### config.mk
export PLATFORM = sky130hd
export DESIGN_NAME = pdc_front_flat
export DESIGN_NICKNAME = d
export VERILOG_FILES = /design/src/rtl/core/pdc_pkg.sv /design/src/rtl/core/pdc_tick_if.sv /design/src/rtl/core/pdc_front.sv /design/src/flat_wrapper.sv
export VERILOG_INCLUDE_DIRS = /design/src /design/src/rtl/core
export SDC_FILE = /design/constraint.sdc
export NUM_CORES = 1
export LEC_CHECK = 0
export BUFFER_PORTS_ARGS = -buffer_cell sky130_fd_sc_hd__buf_4
export CORE_MARGIN = 4
export CORE_UTILIZATION = 40
export DETAILED_ROUTE_END_ITERATION = 7
export PLACE_DENSITY = 0.62
export SLEW_MARGIN = 20
export SYNTH_ARGS = -nofsm -noshare
export SYNTH_HDL_FRONTEND = slang
export SYNTH_SLANG_ARGS = --single-unit
### constraint.sdc
create_clock -name i_clk -period 10.6 [get_ports i_clk]
set_clock_uncertainty 0.1 [all_clocks]
set_input_delay 1.06 -clock i_clk [delete_from_list [all_inputs] [get_ports i_clk]]
set_output_delay 1.06 -clock i_clk [all_outputs]
set_load 0.05 [all_outputs]
### src/rtl/core/pid_drive_controller_unit_assert.svh
// ----------------------------------------------------------------------------
// PID drive controller assertion macros
// Immediate-implication and next-cycle checks, compiled out with NO_ASSERTIONS.
// ----------------------------------------------------------------------------
`ifndef PID_DRIVE_CONTROLLER_UNIT_ASSERT_SVH
`define PID_DRIVE_CONTROLLER_UNIT_ASSERT_SVH

`ifndef NO_ASSERTIONS
// same-cycle implication
`define PDC_ASSERT_IMPL(label, clk, rst_n, ante, cons) \
    label: assert property (@(posedge clk) disable iff (!rst_n) (ante) |-> (cons)) \
        else $error("pdc: implication check failed");
// next-cycle implication
`define PDC_ASSERT_NEXT(label, clk, rst_n, ante, cons) \
    label: assert property (@(posedge clk) disable iff (!rst_n) (ante) |=> (cons)) \
        else $error("pdc: next-cycle check failed");
`else
`define PDC_ASSERT_IMPL(label, clk, rst_n, ante, cons)
`define PDC_ASSERT_NEXT(label, clk, rst_n, ante, cons)
`endif

`endif

### src/rtl/core/pdc_pkg.sv
// ----------------------------------------------------------------------------
// PID drive controller package
// Widths, register indexes, reset values and pipeline stage types.
// ----------------------------------------------------------------------------
package pdc_pkg;

    localparam int POS_W    = 30;   // input position fields
    localparam int SUM_W    = 32;   // sum of four encoders
    localparam int ERR_W    = 34;   // error in quarter degrees
    localparam int INTEG_W  = 32;   // integral accumulator
    localparam int DERIV_W  = 35;   // error difference
    localparam int GAIN_W   = 20;
    localparam int LIMIT_W  = 30;
    localparam int CFG_W    = 30;   // widest register
    localparam int CFG_IDX_W = 2;
    localparam int PROD_W   = 56;
    localparam int TOTAL_W  = 58;
    localparam int FRAC_SHIFT = 18;
    localparam int POWER_W  = 8;
    localparam int MAG_W    = 7;

    localparam logic [MAG_W-1:0] POWER_MAX = 7'd127;

    localparam logic [CFG_IDX_W-1:0] CFG_PROP_GAIN   = 2'd0;
    localparam logic [CFG_IDX_W-1:0] CFG_INTEG_GAIN  = 2'd1;
    localparam logic [CFG_IDX_W-1:0] CFG_DERIV_GAIN  = 2'd2;
    localparam logic [CFG_IDX_W-1:0] CFG_INTEG_LIMIT = 2'd3;

    localparam logic [GAIN_W-1:0]  PROP_GAIN_RST   = 20'd11633;
    localparam logic [GAIN_W-1:0]  INTEG_GAIN_RST  = 20'd0;
    localparam logic [GAIN_W-1:0]  DERIV_GAIN_RST  = 20'd1163;
    localparam logic [LIMIT_W-1:0] INTEG_LIMIT_RST = 30'd20000;

    typedef logic signed [POS_W-1:0] t_pos;

    typedef struct packed {
        t_pos target_pos;
        t_pos left_enc_a;
        t_pos left_enc_b;
        t_pos right_enc_a;
        t_pos right_enc_b;
    } t_tick_item;

    typedef struct packed {
        logic                       zero;
        logic signed [ERR_W-1:0]    err;
        logic signed [INTEG_W-1:0]  integ;
        logic signed [DERIV_W-1:0]  deriv;
    } t_err_stage;

    typedef struct packed {
        logic                       zero;
        logic signed [PROD_W-1:0]   p_prop;
        logic signed [PROD_W-1:0]   p_integ;
        logic signed [PROD_W-1:0]   p_deriv;
    } t_prod_stage;

endpackage

### src/rtl/core/pdc_tick_if.sv
// ----------------------------------------------------------------------------
// Tick request channel
// Target position and four encoder positions with valid/ready.
// ----------------------------------------------------------------------------
interface pdc_tick_if import pdc_pkg::*; ();
    logic valid;
    logic ready;
    t_pos target_pos;
    t_pos left_enc_a;
    t_pos left_enc_b;
    t_pos right_enc_a;
    t_pos right_enc_b;

    modport source (
        output valid, target_pos, left_enc_a, left_enc_b, right_enc_a, right_enc_b,
        input  ready
    );
    modport sink (
        input  valid, target_pos, left_enc_a, left_enc_b, right_enc_a, right_enc_b,
        output ready
    );
endinterface

### src/rtl/core/pdc_front.sv
// ----------------------------------------------------------------------------
// PID drive controller front end
// Input register, error, clamped integral, derivative and loop state.
// ----------------------------------------------------------------------------
`include "pid_drive_controller_unit_assert.svh"

module pdc_front import pdc_pkg::*; (
    input  logic               i_clk,
    input  logic               i_rst_n,
    pdc_tick_if.sink           i_tick,
    input  logic [LIMIT_W-1:0] i_integ_limit,
    output logic               o_valid,
    output t_err_stage         o_stage,
    input  logic               i_ready
);

    logic                        r_v1;
    t_tick_item                  r_item;
    logic                        r_v2;
    t_err_stage                  r_stage;
    logic signed [INTEG_W-1:0]   r_integ_accum;
    logic signed [ERR_W-1:0]     r_last_error;

    logic                        adv1;
    logic                        upd;
    logic signed [SUM_W-1:0]     enc_sum;
    logic signed [ERR_W-1:0]     tgt4;
    logic signed [ERR_W-1:0]     err;
    logic signed [DERIV_W-1:0]   integ_raw;
    logic signed [DERIV_W-1:0]   lim_ext;
    logic signed [INTEG_W-1:0]   lim_s;
    logic signed [INTEG_W-1:0]   n_integ_accum;
    t_err_stage                  n_stage;

    assign adv1         = r_v1 && (!r_v2 || i_ready);
    assign i_tick.ready = !r_v1 || adv1;

    always_comb begin
        enc_sum = SUM_W'(r_item.left_enc_a) + SUM_W'(r_item.left_enc_b)
                + SUM_W'(r_item.right_enc_a) + SUM_W'(r_item.right_enc_b);
        // target in quarter degrees
        tgt4    = ERR_W'($signed({r_item.target_pos, 2'b00}));
        err     = tgt4 - ERR_W'(enc_sum);

        lim_ext   = $signed({{(DERIV_W-LIMIT_W){1'b0}}, i_integ_limit});
        lim_s     = $signed({{(INTEG_W-LIMIT_W){1'b0}}, i_integ_limit});
        integ_raw = DERIV_W'(r_integ_accum) + DERIV_W'(err);
        if (integ_raw > lim_ext) begin
            n_integ_accum = lim_s;
        end else if (integ_raw < -lim_ext) begin
            n_integ_accum = -lim_s;
        end else begin
            n_integ_accum = INTEG_W'(integ_raw);
        end

        n_stage.zero  = (r_item.target_pos == '0);
        n_stage.err   = err;
        n_stage.integ = n_integ_accum;
        n_stage.deriv = DERIV_W'(err) - DERIV_W'(r_last_error);
    end

    // stopped ticks leave the loop state alone
    assign upd = adv1 && !n_stage.zero;

    always_ff @(posedge i_clk) begin
        if (!i_rst_n) begin
            r_v1          <= 1'b0;
            r_v2          <= 1'b0;
            r_integ_accum <= '0;
            r_last_error  <= '0;
        end else begin
            if (i_tick.ready) begin
                r_v1 <= i_tick.valid;
            end
            if (adv1) begin
                r_v2 <= 1'b1;
            end else if (i_ready) begin
                r_v2 <= 1'b0;
            end
            if (upd) begin
                r_integ_accum <= n_integ_accum;
                r_last_error  <= err;
            end
        end
    end

    always_ff @(posedge i_clk) begin
        if (i_tick.valid && i_tick.ready) begin
            r_item.target_pos  <= i_tick.target_pos;
            r_item.left_enc_a  <= i_tick.left_enc_a;
            r_item.left_enc_b  <= i_tick.left_enc_b;
            r_item.right_enc_a <= i_tick.right_enc_a;
            r_item.right_enc_b <= i_tick.right_enc_b;
        end
        if (adv1) begin
            r_stage <= n_stage;
        end
    end

    assign o_valid = r_v2;
    assign o_stage = r_stage;

    `PDC_ASSERT_NEXT(a_state_hold, i_clk, i_rst_n, !upd, $stable(r_integ_accum) && $stable(r_last_error))
    `PDC_ASSERT_IMPL(a_integ_clamp, i_clk, i_rst_n, upd, (n_integ_accum <= lim_s) && (n_integ_accum >= -lim_s))

endmodule

### src/flat_wrapper.sv
// flat-port wrapper written by rule: the top's interface ports become plain ports
module pdc_front_flat import pdc_pkg::*;
  (i_clk, i_rst_n, i_integ_limit, o_valid, o_stage, i_ready, i_tick_valid, i_tick_target_pos, i_tick_left_enc_a, i_tick_left_enc_b, i_tick_right_enc_a, i_tick_right_enc_b, i_tick_ready);
  pdc_tick_if i_tick_i ();
  input  logic i_clk;
  input  logic i_rst_n;
  input  logic [LIMIT_W-1:0] i_integ_limit;
  output logic o_valid;
  output t_err_stage o_stage;
  input  logic i_ready;
  input wire logic [$bits(i_tick_i.valid)-1:0] i_tick_valid;
  input wire logic [$bits(i_tick_i.target_pos)-1:0] i_tick_target_pos;
  input wire logic [$bits(i_tick_i.left_enc_a)-1:0] i_tick_left_enc_a;
  input wire logic [$bits(i_tick_i.left_enc_b)-1:0] i_tick_left_enc_b;
  input wire logic [$bits(i_tick_i.right_enc_a)-1:0] i_tick_right_enc_a;
  input wire logic [$bits(i_tick_i.right_enc_b)-1:0] i_tick_right_enc_b;
  output wire logic [$bits(i_tick_i.ready)-1:0] i_tick_ready;
  assign i_tick_i.valid = i_tick_valid;
  assign i_tick_i.target_pos = i_tick_target_pos;
  assign i_tick_i.left_enc_a = i_tick_left_enc_a;
  assign i_tick_i.left_enc_b = i_tick_left_enc_b;
  assign i_tick_i.right_enc_a = i_tick_right_enc_a;
  assign i_tick_i.right_enc_b = i_tick_right_enc_b;
  assign i_tick_ready = i_tick_i.ready;
  pdc_front u_core (.i_clk(i_clk), .i_rst_n(i_rst_n), .i_tick(i_tick_i), .i_integ_limit(i_integ_limit), .o_valid(o_valid), .o_stage(o_stage), .i_ready(i_ready));
endmodule
# Yosys cells after proc, flatten, opt, wreduce, memory -nomap -nowiden
# Cells that the tools add are included.
# word_totals
latch_bits	0
output_inout_bits	104
wordCells	37
regBits	318
mem_count	0
mem_bits_ro	0
mem_bits_rw	0
# classes
eq_ne	0
div_mod_pow	0
order_cmp	2
bitwise_logic	0
n_shift	0
n_reduce_logical	10
addsub	8
n_mul	0
mux	4
# op_table
cell	n
32-bit two-way mux	2
35-bit by 31-bit greater-than comparator with 1-bit output	1
35-bit less-than comparator	1
30-bit negator with 35-bit output	1
32-bit by 33-bit adder with 34-bit output	1
33-bit by 33-bit subtractor with 34-bit output	1
32-bit by 32-bit subtractor with 33-bit output	1
31-bit by 30-bit adder with 32-bit output	1
32-bit by 30-bit adder with 32-bit output	1
30-bit negator with 32-bit output	1
30-bit by 30-bit adder with 31-bit output	1
30-bit logical NOT	1
1-bit logical AND	3
1-bit logical NOT	3
1-bit logical OR	2
1-bit two-way mux	2
2-bit nonzero test	1

# Logic depth before layout (Yosys ltp)
# logic_depth
depth_word	8
mapped_depth	44
mapped_depth_nobuf	42

# Worst setup path after synthesis
# No wires, ideal clock.
# synth_timing
kind	register to register
startpoint	register u_core.r_item[3] (netlist name)
endpoint	register u_core.r_stage (netlist bit u_core.o_stage[53]) (data pin)
n_path_buf	2
path_stages_with_launch	41
t_arrival_ps	7974
slack_ps	2267
cell_sequence	edfxtp_1 -> inv_1 -> fa_1 -> inv_1 -> fa_1 -> fa_1 -> inv_1 -> ha_1 -> a21boi_0 -> o21ai_0 -> a21oi_1 -> o21bai_1 -> a21boi_0 -> o21a_1 -> o21a_1 -> o21a_1 -> nor2_1 -> xnor2_1 -> (+5 left out) -> a31oi_1 -> nor2b_1 -> a41oi_1 -> xnor2_1 -> ha_1 -> nand4_1 -> nor3_1 -> and3_1 -> o211ai_1 -> o2bb2ai_1 -> o22ai_1 -> maj3_1 -> o21ai_1 -> buf_2 -> clkbuf_1 -> nor2_1 -> o21ai_0 -> nand2_1
# synth_between
elab_chain_len	6
# synth_lines
item	line	text
from (decl)	pdc_front.sv:18	t_tick_item r_item;
32-bit by 30-bit adder with 32-bit output *	pdc_front.sv:40	+ SUM_W'(r_item.right_enc_a) + SUM_W'(r_item.right_enc_b);
32-bit by 32-bit subtractor with 33-bit output *	pdc_front.sv:43	err = tgt4 - ERR_W'(enc_sum);
named net u_core.err[14]	pdc_front.sv:28	logic signed [ERR_W-1:0] err;
32-bit by 33-bit adder with 34-bit output *	pdc_front.sv:47	integ_raw = DERIV_W'(r_integ_accum) + DERIV_W'(err);
35-bit less-than comparator	pdc_front.sv:50	end else if (integ_raw < -lim_ext) begin
32-bit two-way mux	pdc_front.sv:50	
32-bit two-way mux *	pdc_front.sv:48	if (integ_raw > lim_ext) begin
named net u_core.n_integ_accum[18]	pdc_front.sv:32	logic signed [INTEG_W-1:0] n_integ_accum;
to (signal assigned)	pdc_front.sv:96	r_stage <= n_stage;
to (decl)	pdc_front.sv:20	t_err_stage r_stage;
# Mark *: on every way through the listed nets, which the timed path passes. The rest lies on a longest branch.
# A chain may end at the register's enable or synchronous reset.

# Final worst setup path
# layout_timing
startpoint	register u_core.r_item[3] (netlist name)
endpoint	register u_core.r_integ_accum[2]
# layout_between
elab_chain_len	6
# layout_lines
item	line	text
32-bit by 30-bit adder with 32-bit output *	pdc_front.sv:40	
32-bit by 32-bit subtractor with 33-bit output *	pdc_front.sv:43	
named net u_core.err[14]	pdc_front.sv:28	
32-bit by 33-bit adder with 34-bit output *	pdc_front.sv:47	
35-bit less-than comparator	pdc_front.sv:50	
32-bit two-way mux	pdc_front.sv:50	
32-bit two-way mux *	pdc_front.sv:48	
named net u_core.n_integ_accum[2]	pdc_front.sv:32	
to (signal assigned)	pdc_front.sv:81	r_integ_accum <= n_integ_accum;
to (decl)	pdc_front.sv:21	logic signed [INTEG_W-1:0] r_integ_accum;
# Marked as above.

==> results.json <==
{
  "max_cap_viol_count": 0,
  "cpPeakStageDelay_ns": 0.52,
  "fin_crit_ns": 9.735,
  "clock-sinks": 317,
  "fp.dieH_um": 235.3,
  "wl_per_cell_um": 19.48,
  "rsz0062_at_grt": "false",
  "core.rowCount": 83,
  "cts_tree": "done",
  "crit_arrival_ns": 10.09,
  "synth.top_cell.area_share": 0.3634,
  "floorplan.die_area_um2": 55350,
  "critical_path_required_ns": 10.95,
  "synthDistinctLibCells": 90,
  "post_cts_buffers": 0,
  "fin_cells": 2998,
  "syn_nets": 2430,
  "path_clk_slew_ns": 0.06,
  "grt_util_met1": 0.2683,
  "diodes": 0,
  "syn_area_per_cell_um2": 10.38,
  "vias": 15551,
  "clk_path_buf_depth": 3,
  "yosys.cell_count.top_type": "inv_1",
  "drive_gt1_frac": 0.1812,
  "areaGrowthSynthToFinish_pct": 20.60,
  "dp_hpwl_mm": 46.18,
  "grt_max_degree": 80,
  "yosysWarningCount": 0,
  "cp_max_fo": 21,
  "fmax_mhz": 102.7,
  "outcome": "finished clean",
  "worstSetupPathType": "reg -> reg",
  "hold_viol_final": 0,
  "dr.pass1.iters": 5,
  "nets": 2728,
  "ys.flop_type": "edfxtp_1",
  "clock-root-buffer": "clkbuf_16",
  "antenna_found_initial": 0,
  "final_antenna_net_count": 0,
  "io_pins": 288,
  "synth.area.top_cells": "edfxtp_1 (36%), ha_1 (9.8%), fa_1 (9.0%)",
  "setup_viol": 0,
  "fin_setup_tns_ns": 0,
  "grt_busiest_layer": "met2",
  "synth_seq_cells": 317,
  "drt_drc_violations_left": 0,
  "start_util": 0.4035,
  "die_w_um": 235.3,
  "htreeDepth": 2,
  "fill_cells": 4724,
  "port_buffers": 287,
  "maxSlewViolCount": 0,
  "dpl.cell_count": 2930,
  "totalWireLength_mm": 58.41,
  "grtUsageMet3": 0.04159,
  "cp-start-kind": "register",
  "vias_per_cell": 5.187,
  "drt_iter0_drc": 833,
  "grt_pass1_wl_mm": 90.79,
  "core_um2": 51200,
  "ys_async_sr_fraction": 0,
  "gp_congestion": 0.8862,
  "cts_made_buffers": 37,
  "clk_latency_ns": 0.57,
  "yosysTopAreaCell": "edfxtp_1",
  "hold_buffers": 0,
  "max_slew_margin": 0.3040,
  "min_period_over_period": 0.9184,
  "syn_inst": 1991,
  "min_path_type": "reg -> reg",
  "synth-edff-count": 250,
  "crit_slowest_cell": "fa_1",
  "syn_area_um2": 20660,
  "cp-end-kind": "register",
  "cts-resized-gates": 0,
  "grt_use_total": 0.2088,
  "synth_common_cells": "inv_1 (291), edfxtp_1 (250), nand2_1 (165)",
  "ys_seq_area_frac": 0.4283,
  "grt.overflow.total": 0,
  "gr-usage-met2": 0.3551,
  "first_global_vias": 15961,
  "worst_slew_pin_slew_ns": 1.036
}
-- cells by family (layout without fill, tap and decap cells) --
group	after synthesis	after routing	share of synthesized area
adder cells (fa/ha/maj)	257	257	0.1893
XOR/XNOR	108	108	0.04748
flip-flops	317	317	0.4283
multiplexers	12	12	0.006298
AO/OA/AOI/OAI	459	459	0.1489
buffers and inverters	349	676	0.06601
AND/OR/NAND/NOR	489	489	0.1138
-- layer usage --
layer / routed length, µm / part of all wire
met3: 3429 / 0.059
met1: 24890 / 0.43
met2: 28150 / 0.48
met4: 1934 / 0.033
met5: 0 / 0
-- registers in the layout, indices dropped and copies added, names as in the netlist --
| name | flops |
|---|---|
| u_core.o_stage | 100 |
| u_core.r_v1 | 1 |
| u_core.r_item | 150 |
| u_core.o_valid | 1 |
| u_core.r_integ_accum | 32 |
| u_core.r_last_error | 33 |
-- cells in the final DEF, fill, tap and decap left out, drive strengths merged, types with 17 or more instances in the layout --
master	n
nor2b	18
xnor2	80
ha	162
xor2	26
buf	317
a211oi	17
fa	93
nor3	34
a21oi	140
inv	292
o21a	17
a31oi	26
nand2b	21
o31ai	22
clkbuf	45
o21ai	88
and3	19
nor2	98
nand3	50
edfxtp	250
dfxtp	67
nand4	21
nand2	166
a21o	61
-- area by class of cell --
class / instances / area, µm² / share of cell area
flip-flops and latches: 317 / 8848 / 0.3551
inverters: 291 / 1092 / 0.04384
clock inverters: 23 / 297.8 / 0.01195
well taps: 680 / 850.8 / 0.03415
multi-input cells: 1325 / 10490 / 0.4211
repair buffers: 317 / 2380 / 0.09551
clock buffers: 45 / 955.9 / 0.03836
-- worst max-delay path, delay by kind of cell, from the launching register on --
kind                       cells  cell delay (ns)
buffers and inverters          3             0.15
xor gates and xnor gates       2             0.40
AOI/OAI and AO/OA             19             4.20
adders and majority gates      7             2.97
DFF                            1             0.32
and+or+nand+nor                8             1.48
-- final timing paths --
path | end | slack [ns] | startpoint | cells past startpoint
worst min register to register | u_core.r_last_error[9] | 0.35 | u_core.r_last_error[9] | 2
worst max-delay path | u_core.r_integ_accum[2] | 0.87 | u_core.r_item[3] | 39
worst max register to register | u_core.r_integ_accum[2] | 0.87 | u_core.r_item[3] | 39
worst min-delay path | u_core.r_last_error[9] | 0.35 | u_core.r_last_error[9] | 2
-- metrics by stage --
step / worst slack (ns) / hold WS, ns / utilization / area, µm²
after detailed placement: 0.6635 / 0.3480 / 0.4620 / 23650
after floorplan: 2.267 / 0.3256 / - / 20660
after CTS: 0.5883 / 0.3561 / 0.4865 / 24910
after global placement: 0.7802 / 0.3428 / 0.4620 / 23650
final: 0.8650 / 0.3523 / 0.4867 / 24920
after global routing: 0.06061 / 0.3708 / 0.4867 / 24920
Power is left out: the tool's default activity adds up to more than one toggle a clock period on the data nets, which glitch-free logic cannot reach.
