===== src/rtl/core/pid_drive_controller_unit_assert.svh =====
// ----------------------------------------------------------------------------
// PID drive controller assertion macros
// Immediate-implication and next-cycle checks, compiled out with NO_ASSERTIONS.
// ----------------------------------------------------------------------------
`ifndef PID_DRIVE_CONTROLLER_UNIT_ASSERT_SVH
`define PID_DRIVE_CONTROLLER_UNIT_ASSERT_SVH

`ifndef NO_ASSERTIONS
// same-cycle implication
`define PDC_ASSERT_IMPL(label, clk, rst_n, ante, cons) \
    label: assert property (@(posedge clk) disable iff (!rst_n) (ante) |-> (cons)) \
        else $error("pdc: implication check failed");
// next-cycle implication
`define PDC_ASSERT_NEXT(label, clk, rst_n, ante, cons) \
    label: assert property (@(posedge clk) disable iff (!rst_n) (ante) |=> (cons)) \
        else $error("pdc: next-cycle check failed");
`else
`define PDC_ASSERT_IMPL(label, clk, rst_n, ante, cons)
`define PDC_ASSERT_NEXT(label, clk, rst_n, ante, cons)
`endif

`endif


===== src/rtl/core/pdc_pkg.sv =====
// ----------------------------------------------------------------------------
// PID drive controller package
// Widths, register indexes, reset values and pipeline stage types.
// ----------------------------------------------------------------------------
package pdc_pkg;

    localparam int POS_W    = 30;   // input position fields
    localparam int SUM_W    = 32;   // sum of four encoders
    localparam int ERR_W    = 34;   // error in quarter degrees
    localparam int INTEG_W  = 32;   // integral accumulator
    localparam int DERIV_W  = 35;   // error difference
    localparam int GAIN_W   = 20;
    localparam int LIMIT_W  = 30;
    localparam int CFG_W    = 30;   // widest register
    localparam int CFG_IDX_W = 2;
    localparam int PROD_W   = 56;
    localparam int TOTAL_W  = 58;
    localparam int FRAC_SHIFT = 18;
    localparam int POWER_W  = 8;
    localparam int MAG_W    = 7;

    localparam logic [MAG_W-1:0] POWER_MAX = 7'd127;

    localparam logic [CFG_IDX_W-1:0] CFG_PROP_GAIN   = 2'd0;
    localparam logic [CFG_IDX_W-1:0] CFG_INTEG_GAIN  = 2'd1;
    localparam logic [CFG_IDX_W-1:0] CFG_DERIV_GAIN  = 2'd2;
    localparam logic [CFG_IDX_W-1:0] CFG_INTEG_LIMIT = 2'd3;

    localparam logic [GAIN_W-1:0]  PROP_GAIN_RST   = 20'd11633;
    localparam logic [GAIN_W-1:0]  INTEG_GAIN_RST  = 20'd0;
    localparam logic [GAIN_W-1:0]  DERIV_GAIN_RST  = 20'd1163;
    localparam logic [LIMIT_W-1:0] INTEG_LIMIT_RST = 30'd20000;

    typedef logic signed [POS_W-1:0] t_pos;

    typedef struct packed {
        t_pos target_pos;
        t_pos left_enc_a;
        t_pos left_enc_b;
        t_pos right_enc_a;
        t_pos right_enc_b;
    } t_tick_item;

    typedef struct packed {
        logic                       zero;
        logic signed [ERR_W-1:0]    err;
        logic signed [INTEG_W-1:0]  integ;
        logic signed [DERIV_W-1:0]  deriv;
    } t_err_stage;

    typedef struct packed {
        logic                       zero;
        logic signed [PROD_W-1:0]   p_prop;
        logic signed [PROD_W-1:0]   p_integ;
        logic signed [PROD_W-1:0]   p_deriv;
    } t_prod_stage;

endpackage


===== src/rtl/core/pdc_drive_if.sv =====
// ----------------------------------------------------------------------------
// Drive result channel
// Saturated drive power and saturation flag with valid/ready.
// ----------------------------------------------------------------------------
interface pdc_drive_if import pdc_pkg::*; ();
    logic                      valid;
    logic                      ready;
    logic signed [POWER_W-1:0] drive_power;
    logic                      power_saturated;

    modport source (
        output valid, drive_power, power_saturated,
        input  ready
    );
    modport sink (
        input  valid, drive_power, power_saturated,
        output ready
    );
endinterface


===== src/rtl/core/pdc_out.sv =====
// ----------------------------------------------------------------------------
// PID drive controller output stage
// Term sum, scaling with truncation toward zero, saturation, result register.
// ----------------------------------------------------------------------------
`include "pid_drive_controller_unit_assert.svh"

module pdc_out import pdc_pkg::*; (
    input  logic          i_clk,
    input  logic          i_rst_n,
    input  logic          i_valid,
    input  t_prod_stage   i_prod,
    output logic          o_ready,
    pdc_drive_if.source   o_drive
);

    logic                         r_v4;
    logic signed [TOTAL_W-1:0]    r_total;
    logic                         r_v5;
    logic signed [POWER_W-1:0]    r_power;
    logic                         r_sat;

    logic                         ready5;
    logic                         adv4;
    logic signed [TOTAL_W-1:0]    n_total;
    logic                         neg;
    logic [TOTAL_W-1:0]           mag;
    logic [TOTAL_W-FRAC_SHIFT-1:0] scaled;
    logic                         n_sat;
    logic [MAG_W-1:0]             mag_clip;
    logic signed [POWER_W-1:0]    n_power;

    assign ready5  = !r_v5 || o_drive.ready;
    assign adv4    = r_v4 && ready5;
    assign o_ready = !r_v4 || ready5;

    // stopped tick forces a zero sum: zero power, no saturation
    assign n_total = i_prod.zero ? '0
                   : TOTAL_W'(i_prod.p_prop) + TOTAL_W'(i_prod.p_integ)
                   + TOTAL_W'(i_prod.p_deriv);

    always_comb begin
        neg      = r_total[TOTAL_W-1];
        mag      = neg ? TOTAL_W'(-r_total) : TOTAL_W'(r_total);
        scaled   = mag[TOTAL_W-1:FRAC_SHIFT];
        n_sat    = |scaled[TOTAL_W-FRAC_SHIFT-1:MAG_W];
        mag_clip = n_sat ? POWER_MAX : scaled[MAG_W-1:0];
        n_power  = neg ? -$signed({1'b0, mag_clip}) : $signed({1'b0, mag_clip});
    end

    always_ff @(posedge i_clk) begin
        if (!i_rst_n) begin
            r_v4 <= 1'b0;
            r_v5 <= 1'b0;
        end else begin
            if (o_ready) begin
                r_v4 <= i_valid;
            end
            if (adv4) begin
                r_v5 <= 1'b1;
            end else if (o_drive.ready) begin
                r_v5 <= 1'b0;
            end
        end
    end

    always_ff @(posedge i_clk) begin
        if (i_valid && o_ready) begin
            r_total <= n_total;
        end
        if (adv4) begin
            r_power <= n_power;
            r_sat   <= n_sat;
        end
    end

    assign o_drive.valid           = r_v5;
    assign o_drive.drive_power     = r_power;
    assign o_drive.power_saturated = r_sat;

    `PDC_ASSERT_IMPL(a_sat_full_scale, i_clk, i_rst_n, r_v5 && r_sat, (r_power == 8'sd127) || (r_power == -8'sd127))

endmodule


===== src/flat_wrapper.sv =====
// flat-port wrapper written by rule: the top's interface ports become plain ports
module pdc_out_flat import pdc_pkg::*;
  (i_clk, i_rst_n, i_valid, i_prod, o_ready, o_drive_valid, o_drive_drive_power, o_drive_power_saturated, o_drive_ready);
  pdc_drive_if o_drive_i ();
  input  logic i_clk;
  input  logic i_rst_n;
  input  logic i_valid;
  input  t_prod_stage i_prod;
  output logic o_ready;
  output wire logic [$bits(o_drive_i.valid)-1:0] o_drive_valid;
  output wire logic [$bits(o_drive_i.drive_power)-1:0] o_drive_drive_power;
  output wire logic [$bits(o_drive_i.power_saturated)-1:0] o_drive_power_saturated;
  input wire logic [$bits(o_drive_i.ready)-1:0] o_drive_ready;
  assign o_drive_valid = o_drive_i.valid;
  assign o_drive_drive_power = o_drive_i.drive_power;
  assign o_drive_power_saturated = o_drive_i.power_saturated;
  assign o_drive_i.ready = o_drive_ready;
  pdc_out u_core (.i_clk(i_clk), .i_rst_n(i_rst_n), .i_valid(i_valid), .i_prod(i_prod), .o_ready(o_ready), .o_drive(o_drive_i));
endmodule

===== config.mk =====
export PLATFORM = sky130hd
export DESIGN_NAME = pdc_out_flat
export DESIGN_NICKNAME = d
export VERILOG_FILES = /design/src/rtl/core/pdc_pkg.sv /design/src/rtl/core/pdc_drive_if.sv /design/src/rtl/core/pdc_out.sv /design/src/flat_wrapper.sv
export VERILOG_INCLUDE_DIRS = /design/src /design/src/rtl/core
export SDC_FILE = /design/constraint.sdc
export NUM_CORES = 1
export LEC_CHECK = 0
export BUFFER_PORTS_ARGS = -buffer_cell sky130_fd_sc_hd__buf_2
export CORE_UTILIZATION = 47
export DETAILED_ROUTE_END_ITERATION = 8
export PLACE_DENSITY = 0.7
export SYNTH_ARGS = -nofsm -noshare
export SYNTH_HDL_FRONTEND = slang
export SYNTH_SLANG_ARGS = --single-unit

===== constraint.sdc =====
create_clock -name i_clk -period 13.5 [get_ports i_clk]
set_input_delay 1.35 -clock i_clk [delete_from_list [all_inputs] [get_ports i_clk]]
set_output_delay 1.35 -clock i_clk [all_outputs]
set_load 0.02 [all_outputs]

Word-level counts from Yosys, hierarchy flattened
Index checks and enable logic that the tools add are counted.
- flip-flop bits (word level): 69
- input port bits: 173
- logic and storage cells: 23
- add/sub/neg operators: 4
- multiplexer cells: 5
- reduce and logical (&&, ||, !) cells: 8
- operators by type and width (operator ; count):
    58-bit adder ; 1
    58-bit 2-to-1 mux ; 1
    58-bit negator ; 1
    56-bit by 56-bit adder with 57-bit output ; 1
    33-bit OR reduction ; 1
    7-bit 2-to-1 mux ; 2
    7-bit negator with 8-bit output ; 1
    1-bit logical AND ; 2
    1-bit zero test ; 2
    1-bit logical OR ; 2
    1-bit 2-to-1 mux ; 2
    2-bit nonzero test ; 1

Depth between registers and ports, before layout
Gate-level depths: netlist of run 1.
- depth after elaboration: 6
- depth in mapped cells: 26

Worst setup path after synthesis of run 1
No wires, ideal clock.
- kind: input-to-reg
- start point: in i_prod[68] (netlist name)
- end point: reg u_core.r_total[56], data pin
- arrival time: 6.003 ns
- required time: 13.234 ns
- setup slack: 7.231 ns
- stages on the path: 23
- path buffers: 1
- cell sequence: ha_1 > a21oi_1 > o21ai_1 > a221o_1 > a21oi_1 > a31oi_1 > a21bo_1 > a221o_1 > a221oi_1 > o21ai_0 > a21oi_1 > xnor2_1 > ha_1 > clkbuf_1 > a21o_1 > a21o_1 > a21oi_1 > o21ai_0 > o41ai_1 > o21ai_0 > a31oi_1 > xor2_1 > nor2_1
- longest elaborated chain between the ends: 2
- RTL lines (element ; RTL line ; source):
    start: declaration ; flat_wrapper.sv:8 ; input t_prod_stage i_prod;
    56-bit by 56-bit adder with 57-bit output ; pdc_out.sv:38 ; : TOTAL_W'(i_prod.p_prop) + TOTAL_W'(i_prod.p_integ)
    58-bit adder ; pdc_out.sv:39 ; + TOTAL_W'(i_prod.p_deriv);
    end signal: assignment ; pdc_out.sv:68 ; r_total <= n_total;
    end: declaration ; pdc_out.sv:17 ; logic signed [TOTAL_W-1:0] r_total;
Every way passes these cells.
A chain may end at the register's enable or synchronous reset.

Final worst setup path of run 1
Ends and elaborated chain as after synthesis.

==> metrics.txt, run 1 <==
# TYPE chip_impl_metric gauge
chip_impl_info{name="hp-class",value="register to register"} 1
chip_impl_metric{name="die_h",unit="um"} 149.1
chip_impl_info{name="run_status",value="completed"} 1
chip_impl_info{name="regToRegStartpoint",value="u_core.r_total[27]"} 1
chip_impl_metric{name="worstPathArrival",unit="ns"} 6.82
chip_impl_metric{name="power.leakage",unit="uW"} 0.005043
chip_impl_metric{name="numClockSinks",unit=""} 69
chip_impl_metric{name="total_global_routing_overflow",unit=""} 0
chip_impl_info{name="cp_class",value="primary input to register"} 1
chip_impl_metric{name="maxSlewViolCount",unit=""} 0
chip_impl_info{name="highest_count_cells_in_the_layout_ignoring_fill_and_taps",value="buf_2 (183), nor2_1 (151), a21oi_1 (132), ha_1 (119), nand2_1 (101)"} 1
chip_impl_metric{name="die_wd",unit="um"} 149.1
chip_impl_metric{name="fp.coreArea",unit="um2"} 21090
chip_impl_metric{name="post_cts_resize_count",unit=""} 0
chip_impl_metric{name="routed_wire_length_per_instance",unit="um"} 16.00
chip_impl_metric{name="synth_mux_area_share",unit="%"} 0.8001
chip_impl_metric{name="initial_antenna_violation_count",unit=""} 0
chip_impl_info{name="start_kind",value="primary input"} 1
chip_impl_metric{name="synthArstFlopShare",unit="%"} 0
chip_impl_metric{name="ys_seq_area_share",unit="%"} 20.19
chip_impl_metric{name="regToRegSetupSlack",unit="ns"} 8.47
chip_impl_metric{name="h-tree-depth",unit=""} 3
chip_impl_metric{name="clock_latency",unit="ns"} 0.33
chip_impl_metric{name="reported_max_cap_violation_count",unit=""} 0
chip_impl_metric{name="syn-cell-area",unit="um2"} 10160
chip_impl_metric{name="global_placer_s_final_weighted_congestion",unit=""} 0.9384
chip_impl_metric{name="floorplan.initialDensity",unit="%"} 48.20
chip_impl_metric{name="grt_first_pass_wirelength",unit="um"} 45510
chip_impl_metric{name="ys_types",unit=""} 82
chip_impl_metric{name="cp_data_required_time",unit="ns"} 13.54
chip_impl_metric{name="worst_vdd_rail_ir_drop",unit="V"} 0.00006776
chip_impl_info{name="synth_top_family_by_area",value="compound AO/OA/AOI/OAI gates"} 1
chip_impl_metric{name="port_buffers",unit=""} 183
chip_impl_metric{name="finalWorstPathRequiredPeriod",unit="ns"} 6.783
chip_impl_metric{name="timing_hold_violations_final",unit=""} 0
chip_impl_metric{name="post_route_antenna_net_violation_count",unit=""} 0
chip_impl_info{name="cts_tree",value="built"} 1
chip_impl_metric{name="yosys_warnings",unit=""} 0
chip_impl_metric{name="vias",unit=""} 10350
chip_impl_metric{name="synthesis.nets",unit=""} 1592
chip_impl_metric{name="synth_xor_xnor_area_share",unit="%"} 8.358
chip_impl_metric{name="timing.hold.ws",unit="ns"} 0.5356
chip_impl_metric{name="relSlewSlack",unit="%"} 30.63
chip_impl_metric{name="power_density",unit="nW/um2"} 111.0
chip_impl_info{name="ys.flop_type",value="edfxtp_1"} 1
chip_impl_metric{name="max_slew.worst_pin.slew",unit="ns"} 1.041
chip_impl_metric{name="number_of_global_route_vias_before_repair",unit=""} 9322
chip_impl_info{name="regToRegEndpoint",value="u_core.o_drive.drive_power[6]"} 1
chip_impl_metric{name="cts-root-to-sink-buffers",unit=""} 2
chip_impl_metric{name="syn_to_final_growth",unit="%"} 13.47
chip_impl_metric{name="max_freq",unit="GHz"} 0.1474
chip_impl_metric{name="maximum_number_of_pins_on_one_net_before_global_route_repair",unit=""} 62
chip_impl_metric{name="drive_gt1_share",unit="%"} 15.34
chip_impl_metric{name="drt_iter0_markers",unit=""} 907
chip_impl_metric{name="setup_violations",unit=""} 0
chip_impl_metric{name="complex_gate_fraction_of_the_synthesized_area",unit="%"} 28.43
chip_impl_metric{name="post_synth.cell_area_avg",unit="um2"} 7.831
chip_impl_info{name="cp-end-kind",value="register"} 1
chip_impl_metric{name="cts_inserted_buffers",unit=""} 9
chip_impl_metric{name="placed_cells_incl_taps",unit=""} 1719
chip_impl_info{name="holdCritStartpoint",value="u_core.r_v4"} 1
chip_impl_metric{name="drtPass1Iterations",unit=""} 6
chip_impl_metric{name="layout.cells.non_filler",unit=""} 1735
chip_impl_metric{name="fin_crit_sh",unit="%"} 50.24
chip_impl_metric{name="synth.ff_latch_count",unit=""} 69
chip_impl_info{name="cts.root.buffer_cell",value="clkbuf_16"} 1
chip_impl_info{name="mostFrequentLayoutCell",value="buf_2"} 1
chip_impl_metric{name="floorplan.die_area",unit="um2"} 22220
chip_impl_metric{name="cts.reportedPaths.clkPinSlew",unit="ns"} 0.06
chip_impl_info{name="min_delay_worst_endpoint",value="u_core.o_drive.valid"} 1
chip_impl_metric{name="clock-skew-final",unit="ns"} 0.005096
chip_impl_metric{name="final.setup.tns",unit="ns"} 0
chip_impl_metric{name="routed_wl",unit="um"} 27770
chip_impl_metric{name="synth_simple_gate_area_share",unit="%"} 23.78
chip_impl_metric{name="holdBufCountCts",unit=""} 0
chip_impl_metric{name="synth_enable_flop_cells",unit=""} 67
chip_impl_metric{name="timing.reg2reg.worst_path_depth",unit=""} 17
chip_impl_metric{name="groute.usage.overall",unit="%"} 24.97
chip_impl_metric{name="net_count_reported_at_finish",unit=""} 1749
chip_impl_metric{name="top_ports",unit=""} 184
chip_impl_metric{name="post_synth_inst_count",unit=""} 1298
chip_impl_metric{name="remaining_drc_errors",unit=""} 0
chip_impl_metric{name="post_cts.repair.setup_buffers",unit=""} 0
chip_impl_metric{name="post_synth_fa_ha_maj_area_fraction",unit="%"} 15.04
chip_impl_metric{name="path_max_fanout",unit=""} 9
chip_impl_metric{name="antenna_cells_inserted",unit=""} 0
chip_impl_metric{name="whs_path_depth",unit=""} 1
chip_impl_info{name="grt_setup_unrepaired",value="false"} 1
chip_impl_metric{name="fp-row-count",unit=""} 53
chip_impl_metric{name="viasPerCell",unit=""} 5.963
chip_impl_metric{name="detailed_place_hpwl",unit="um"} 22810
==> worst max-delay path by stage <==
stage / cells past startpoint / startpoint / to / slack [ns]
floorplan: 23 / i_prod[68] / u_core.r_total[56] / 7.23
global placement: 23 / i_prod[57] / u_core.r_total[56] / 6.60
detailed placement: 23 / i_prod[68] / u_core.r_total[56] / 6.48
CTS: 23 / i_prod[68] / u_core.r_total[56] / 6.80
global route: 23 / i_prod[57] / u_core.r_total[56] / 6.33
finish: 23 / i_prod[68] / u_core.r_total[56] / 6.72
==> logic make-up after synthesis <==
logic type,after synthesis
flops,69
compound gates,445
xor+xnor,97
buf+inv,79
mux,8
fa+ha+maj,121
simple gates,479
==> power breakdown <==
part / internal (uW) / switching, uW / total [uW]
sequential: 290 / 55.4 / 345
combinational: 299 / 411 / 710
clock: 142 / 83.6 / 225
total: 730 / 550 / 1280
==> cell type report <==
cell class	count	area, um2
Clock buffer	11	232.7
Multi-Input combinational cell	1150	7769
Tap cell	275	344.1
Fill cell	2117	9554
Timing Repair Buffer	186	938.4
Inverter	39	146.4
Clock inverter	5	51.30
Sequential cell	69	2052
==> worst max-delay path, cell delays in order <==
cell	delay [ns]
buf_2	0.10
ha_1	0.36
a21oi_1	0.22
o21ai_1	0.11
a221o_1	0.30
a21oi_1	0.18
a31oi_1	0.22
a21bo_1	0.25
a221o_1	0.37
a221oi_1	0.42
o21ai_0	0.15
a21oi_1	0.20
xnor2_1	0.14
ha_1	0.35
a21o_1	0.22
a21o_1	0.16
a21oi_1	0.13
o21ai_0	0.18
o41ai_1	0.65
o21ai_0	0.29
a31oi_1	0.24
xor2_1	0.16
nor2_1	0.05
==> metal layers <==
layer  global-route usage, %  up-vias  part of all wire, %  wire length [um]
li1                        -     5234                    -                 -
met1                   38.44     4767                   51             14230
met2                   38.09      322                   43             11980
met3                   2.018       22                  4.7              1311
met4                   3.980        0                 0.90               250
met5                       0        -                    0                 0
==> Yosys cell counts (7+ instances only) <==
cell type,instances,area share [%]
inv_1,39,1.4
a21o_1,66,4.9
nand3_1,34,1.7
ha_1,119,15
or3_1,7,0.43
nor4_1,22,1.4
xnor2_1,61,5.3
clkbuf_1,33,1.2
a21oi_1,132,6.5
nor2_1,151,5.6
a31oi_1,20,1.2
and3_1,11,0.68
mux2i_1,7,0.69
o21bai_1,20,1.5
nand2b_1,18,1.1
a211oi_1,21,1.6
nand2_1,101,3.7
o22ai_1,9,0.55
xor2_1,36,3.1
nor3_1,36,1.8
nor2b_1,20,1.2
o211ai_1,15,1.1
and2_1,13,0.80
o21ai_1,7,0.34
nand4_1,26,1.6
edfxtp_1,67,20
o21a_1,21,1.6
o21ai_0,65,3.2
==> registers in the layout (all words and copies together) (netlist names) <==
| name | count |
|---|---|
| u_core.o_drive.power_saturated | 1 |
| u_core.o_drive.valid | 1 |
| u_core.r_total | 58 |
| u_core.r_v4 | 1 |
| u_core.o_drive.drive_power | 8 |
==> through the flow <==
step	power (uW)	setup slack (ns)	util [%]	area (um2)
floorplan	871.1	7.231	-	10160
global placement	1041	6.596	53.35	11250
detailed placement	1045	6.484	53.35	11250
CTS	1275	6.798	54.69	11530
global route	1378	6.326	54.69	11530
finish	1280	6.717	54.69	11530
Power figures use the tool's default switching activity.
==> inputs of run 2 (changes only) <==
--- a/config.mk
+++ b/config.mk
@@ -9,7 +9,7 @@
 export BUFFER_PORTS_ARGS = -buffer_cell sky130_fd_sc_hd__buf_2
 export CORE_UTILIZATION = 47
 export DETAILED_ROUTE_END_ITERATION = 8
-export PLACE_DENSITY = 0.7
+export PLACE_DENSITY = 0.73
 export SYNTH_ARGS = -nofsm -noshare
 export SYNTH_HDL_FRONTEND = slang
 export SYNTH_SLANG_ARGS = --single-unit
==> constraint.sdc (replaced) <==
create_clock -name i_clk -period 5.83 [get_ports i_clk]
set_input_delay 0.583 -clock i_clk [delete_from_list [all_inputs] [get_ports i_clk]]
set_output_delay 0.583 -clock i_clk [all_outputs]
set_load 0.02 [all_outputs]
==> metrics.txt, run 2 (synthesized netlist as in run 1, its figures left out) <==
# TYPE chip_impl_metric gauge
chip_impl_metric{name="post_route_antenna_net_violation_count",unit=""} 0
chip_impl_metric{name="finalWorstPathRequiredPeriod",unit="ns"} 5.485
chip_impl_metric{name="h-tree-depth",unit=""} 3
chip_impl_metric{name="power.leakage",unit="uW"} 0.005412
chip_impl_metric{name="cp_data_required_time",unit="ns"} 5.89
chip_impl_metric{name="slowest_delay",unit="ns"} 0.39
chip_impl_info{name="slowest_stage",value="fa_1"} 1
chip_impl_metric{name="grt_first_pass_wirelength",unit="um"} 46000
chip_impl_info{name="grt_setup_unrepaired",value="false"} 1
chip_impl_metric{name="timing_hold_violations_final",unit=""} 0
chip_impl_info{name="regToRegEndpoint",value="u_core.o_drive.drive_power[6]"} 1
chip_impl_info{name="start_kind",value="primary input"} 1
chip_impl_metric{name="worstPathArrival",unit="ns"} 5.55
chip_impl_info{name="critical_path.top_delay_family",value="compound AO/OA/AOI/OAI gates"} 1
chip_impl_metric{name="clock_latency",unit="ns"} 0.33
chip_impl_metric{name="maximum_number_of_pins_on_one_net_before_global_route_repair",unit=""} 62
chip_impl_metric{name="timing.reg2reg.worst_path_depth",unit=""} 17
chip_impl_info{name="cp_class",value="primary input to register"} 1
chip_impl_metric{name="fill_cells",unit=""} 1973
chip_impl_metric{name="relSlewSlack",unit="%"} 52.68
chip_impl_metric{name="antenna_cells_inserted",unit=""} 0
chip_impl_metric{name="top_ports",unit=""} 184
chip_impl_metric{name="worst_vdd_rail_ir_drop",unit="V"} 0.0001264
chip_impl_info{name="highest_count_cells_in_the_layout_ignoring_fill_and_taps",value="buf_2 (183), nor2_1 (151), a21oi_1 (132), ha_1 (119), nand2_1 (101)"} 1
chip_impl_metric{name="remaining_drc_errors",unit=""} 0
chip_impl_metric{name="total_global_routing_overflow",unit=""} 0
chip_impl_metric{name="drive_gt1_share",unit="%"} 19.63
chip_impl_metric{name="path_max_fanout",unit=""} 4
chip_impl_metric{name="timing.hold.ws",unit="ns"} 0.4714
chip_impl_info{name="holdCritStartpoint",value="i_rst_n"} 1
chip_impl_metric{name="regToRegSetupSlack",unit="ns"} 1.08
chip_impl_info{name="top_register",value="u_core.r_total"} 1
chip_impl_metric{name="vias",unit=""} 10630
chip_impl_metric{name="initial_antenna_violation_count",unit=""} 0
chip_impl_metric{name="port_buffers",unit=""} 183
chip_impl_info{name="cts_tree",value="built"} 1
chip_impl_metric{name="floorplan.die_area",unit="um2"} 22220
chip_impl_info{name="run_status",value="completed"} 1
chip_impl_metric{name="setup_violations",unit=""} 0
chip_impl_metric{name="critPathBufInv",unit=""} 6
chip_impl_metric{name="fin_crit_sh",unit="%"} 94.08
chip_impl_info{name="cp-end-kind",value="register"} 1
chip_impl_metric{name="final_core_utilization",unit="%"} 57.58
chip_impl_metric{name="die_h",unit="um"} 149.1
chip_impl_metric{name="syn_to_final_growth",unit="%"} 19.45
chip_impl_metric{name="cts_inserted_buffers",unit=""} 9
chip_impl_info{name="library_cell_appearing_most_often_on_the_critical_path",value="buf_4"} 1
chip_impl_metric{name="numClockSinks",unit=""} 69
chip_impl_metric{name="number_of_global_route_vias_before_repair",unit=""} 9472
chip_impl_metric{name="cts.reportedPaths.clkPinSlew",unit="ns"} 0.06
chip_impl_metric{name="largest_register_ff_count",unit=""} 58
chip_impl_metric{name="fp.coreArea",unit="um2"} 21090
chip_impl_metric{name="groute.usage.overall",unit="%"} 25.30
chip_impl_metric{name="fp-row-count",unit=""} 53
chip_impl_info{name="hp-class",value="primary input to register"} 1
chip_impl_metric{name="layout.cells.non_filler",unit=""} 1803
chip_impl_metric{name="power_density",unit="nW/um2"} 262.1
chip_impl_metric{name="floorplan.initialDensity",unit="%"} 48.20
chip_impl_info{name="regToRegStartpoint",value="u_core.r_total[17]"} 1
chip_impl_metric{name="drt_iter0_markers",unit=""} 798
chip_impl_metric{name="reported_max_cap_violation_count",unit=""} 0
chip_impl_metric{name="maxSlewViolCount",unit=""} 0
chip_impl_metric{name="net_count_reported_at_finish",unit=""} 1817
chip_impl_metric{name="setup_ws",unit="ns"} 0.3453
chip_impl_metric{name="detailed_place_hpwl",unit="um"} 23040
chip_impl_metric{name="global_placer_s_final_weighted_congestion",unit=""} 0.9341
chip_impl_metric{name="whs_path_depth",unit=""} 2
chip_impl_metric{name="drtPass1Iterations",unit=""} 5
chip_impl_metric{name="routed_wl",unit="um"} 27810
chip_impl_metric{name="post-place-ws",unit="ns"} -0.2712
chip_impl_metric{name="routed_wire_length_per_instance",unit="um"} 15.43
chip_impl_info{name="cts.root.buffer_cell",value="clkbuf_16"} 1
chip_impl_metric{name="holdBufCountCts",unit=""} 0
chip_impl_metric{name="max_freq",unit="GHz"} 0.1823
chip_impl_metric{name="placed_cells_incl_taps",unit=""} 1786
chip_impl_metric{name="viasPerCell",unit=""} 5.895
chip_impl_metric{name="cts-root-to-sink-buffers",unit=""} 2
chip_impl_metric{name="clock-skew-final",unit="ns"} 0.006420
chip_impl_metric{name="die_wd",unit="um"} 149.1
chip_impl_metric{name="max_slew.worst_pin.slew",unit="ns"} 0.7084
chip_impl_info{name="mostFrequentLayoutCell",value="buf_2"} 1
chip_impl_info{name="min_delay_worst_endpoint",value="u_core.o_drive.valid"} 1
chip_impl_metric{name="final.setup.tns",unit="ns"} 0
==> run 2: cell types whose count changed in the layout (fill, tap and decap cells not counted), sizes merged <==
cell | before | now
inv | 39 | 40
bufinv | 1 | 3
clkinv | 4 | 1
buf | 186 | 254
==> run 2: where the power goes <==
group,leakage (uW),internal (uW),switching (uW),total [uW]
Combinational,0.00456,786,964,1750
Clock,0.000170,431,196,627
Sequential,0.000681,671,134,806
==> run 2: layer usage <==
layer / routed length [um] / share of wire (%) / vias up / track usage, %
li1: - / - / 5368 / -
met5: 0 / 0 / - / 0
met1: 13640 / 49 / 4856 / 38.08
met2: 11940 / 43 / 367 / 38.02
met4: 476 / 1.7 / 0 / 6.276
met3: 1752 / 6.3 / 37 / 2.844
==> run 2: stage by stage <==
stage | instance area (um2) | total power, uW
6_report | 12140 | 3183
5_1_grt | 12140 | 3427
3_5_place_dp | 11750 | 2521
2_1_floorplan | 10160 | 2017
3_3_place_gp | 11750 | 2512
4_1_cts | 12100 | 3163
==> run 2: how the worst max path moves through the flow <==
stage,slack [ns],startpoint,cells past startpoint,endpoint
3_3_place_gp,-0.26,i_prod[57],24,u_core.r_total[56]
4_1_cts,0.06,i_prod[57],25,u_core.r_total[56]
3_5_place_dp,-0.27,i_prod[57],24,u_core.r_total[56]
6_report,0.35,i_prod[112],27,u_core.r_total[56]
5_1_grt,0.005,i_prod[56],26,u_core.r_total[55]
2_1_floorplan,0.33,i_prod[68],23,u_core.r_total[56]
==> run 2: area by class of cell <==
class	count	area, um2	area share, %
Inverter	39	146.4	1.206
Timing Repair Buffer	254	1449	11.93
Sequential cell	69	2052	16.90
Tap cell	275	344.1	2.834
Clock buffer	11	242.7	1.999
Multi-Input combinational cell	1150	7800	64.24
Clock inverter	5	107.6	0.8862
==> run 2: timing repair <==
| item | 4_1_cts | 5_1_grt |
|---|---|---|
| setup endpoints to repair | 0 | 8 |
| resized for setup | 0 | 6 |
| buffers inserted | 0 | 1 |
==> run 2: worst reg2reg max path, stage by stage (launching register included) <==
cell,delay [ns]
edfxtp_1,0.35
nor4_1,0.58
nand3_1,0.26
nor4b_2,0.66
nand4_1,0.23
a211oi_1,0.28
a41o_1,0.13
o221ai_1,0.19
nor4_4,0.37
nand3_2,0.31
nor2_1,0.18
ha_1,0.25
nand2_1,0.12
nor3_1,0.18
a31oi_1,0.08
nor3b_1,0.19
a21oi_1,0.07
o22ai_1,0.15
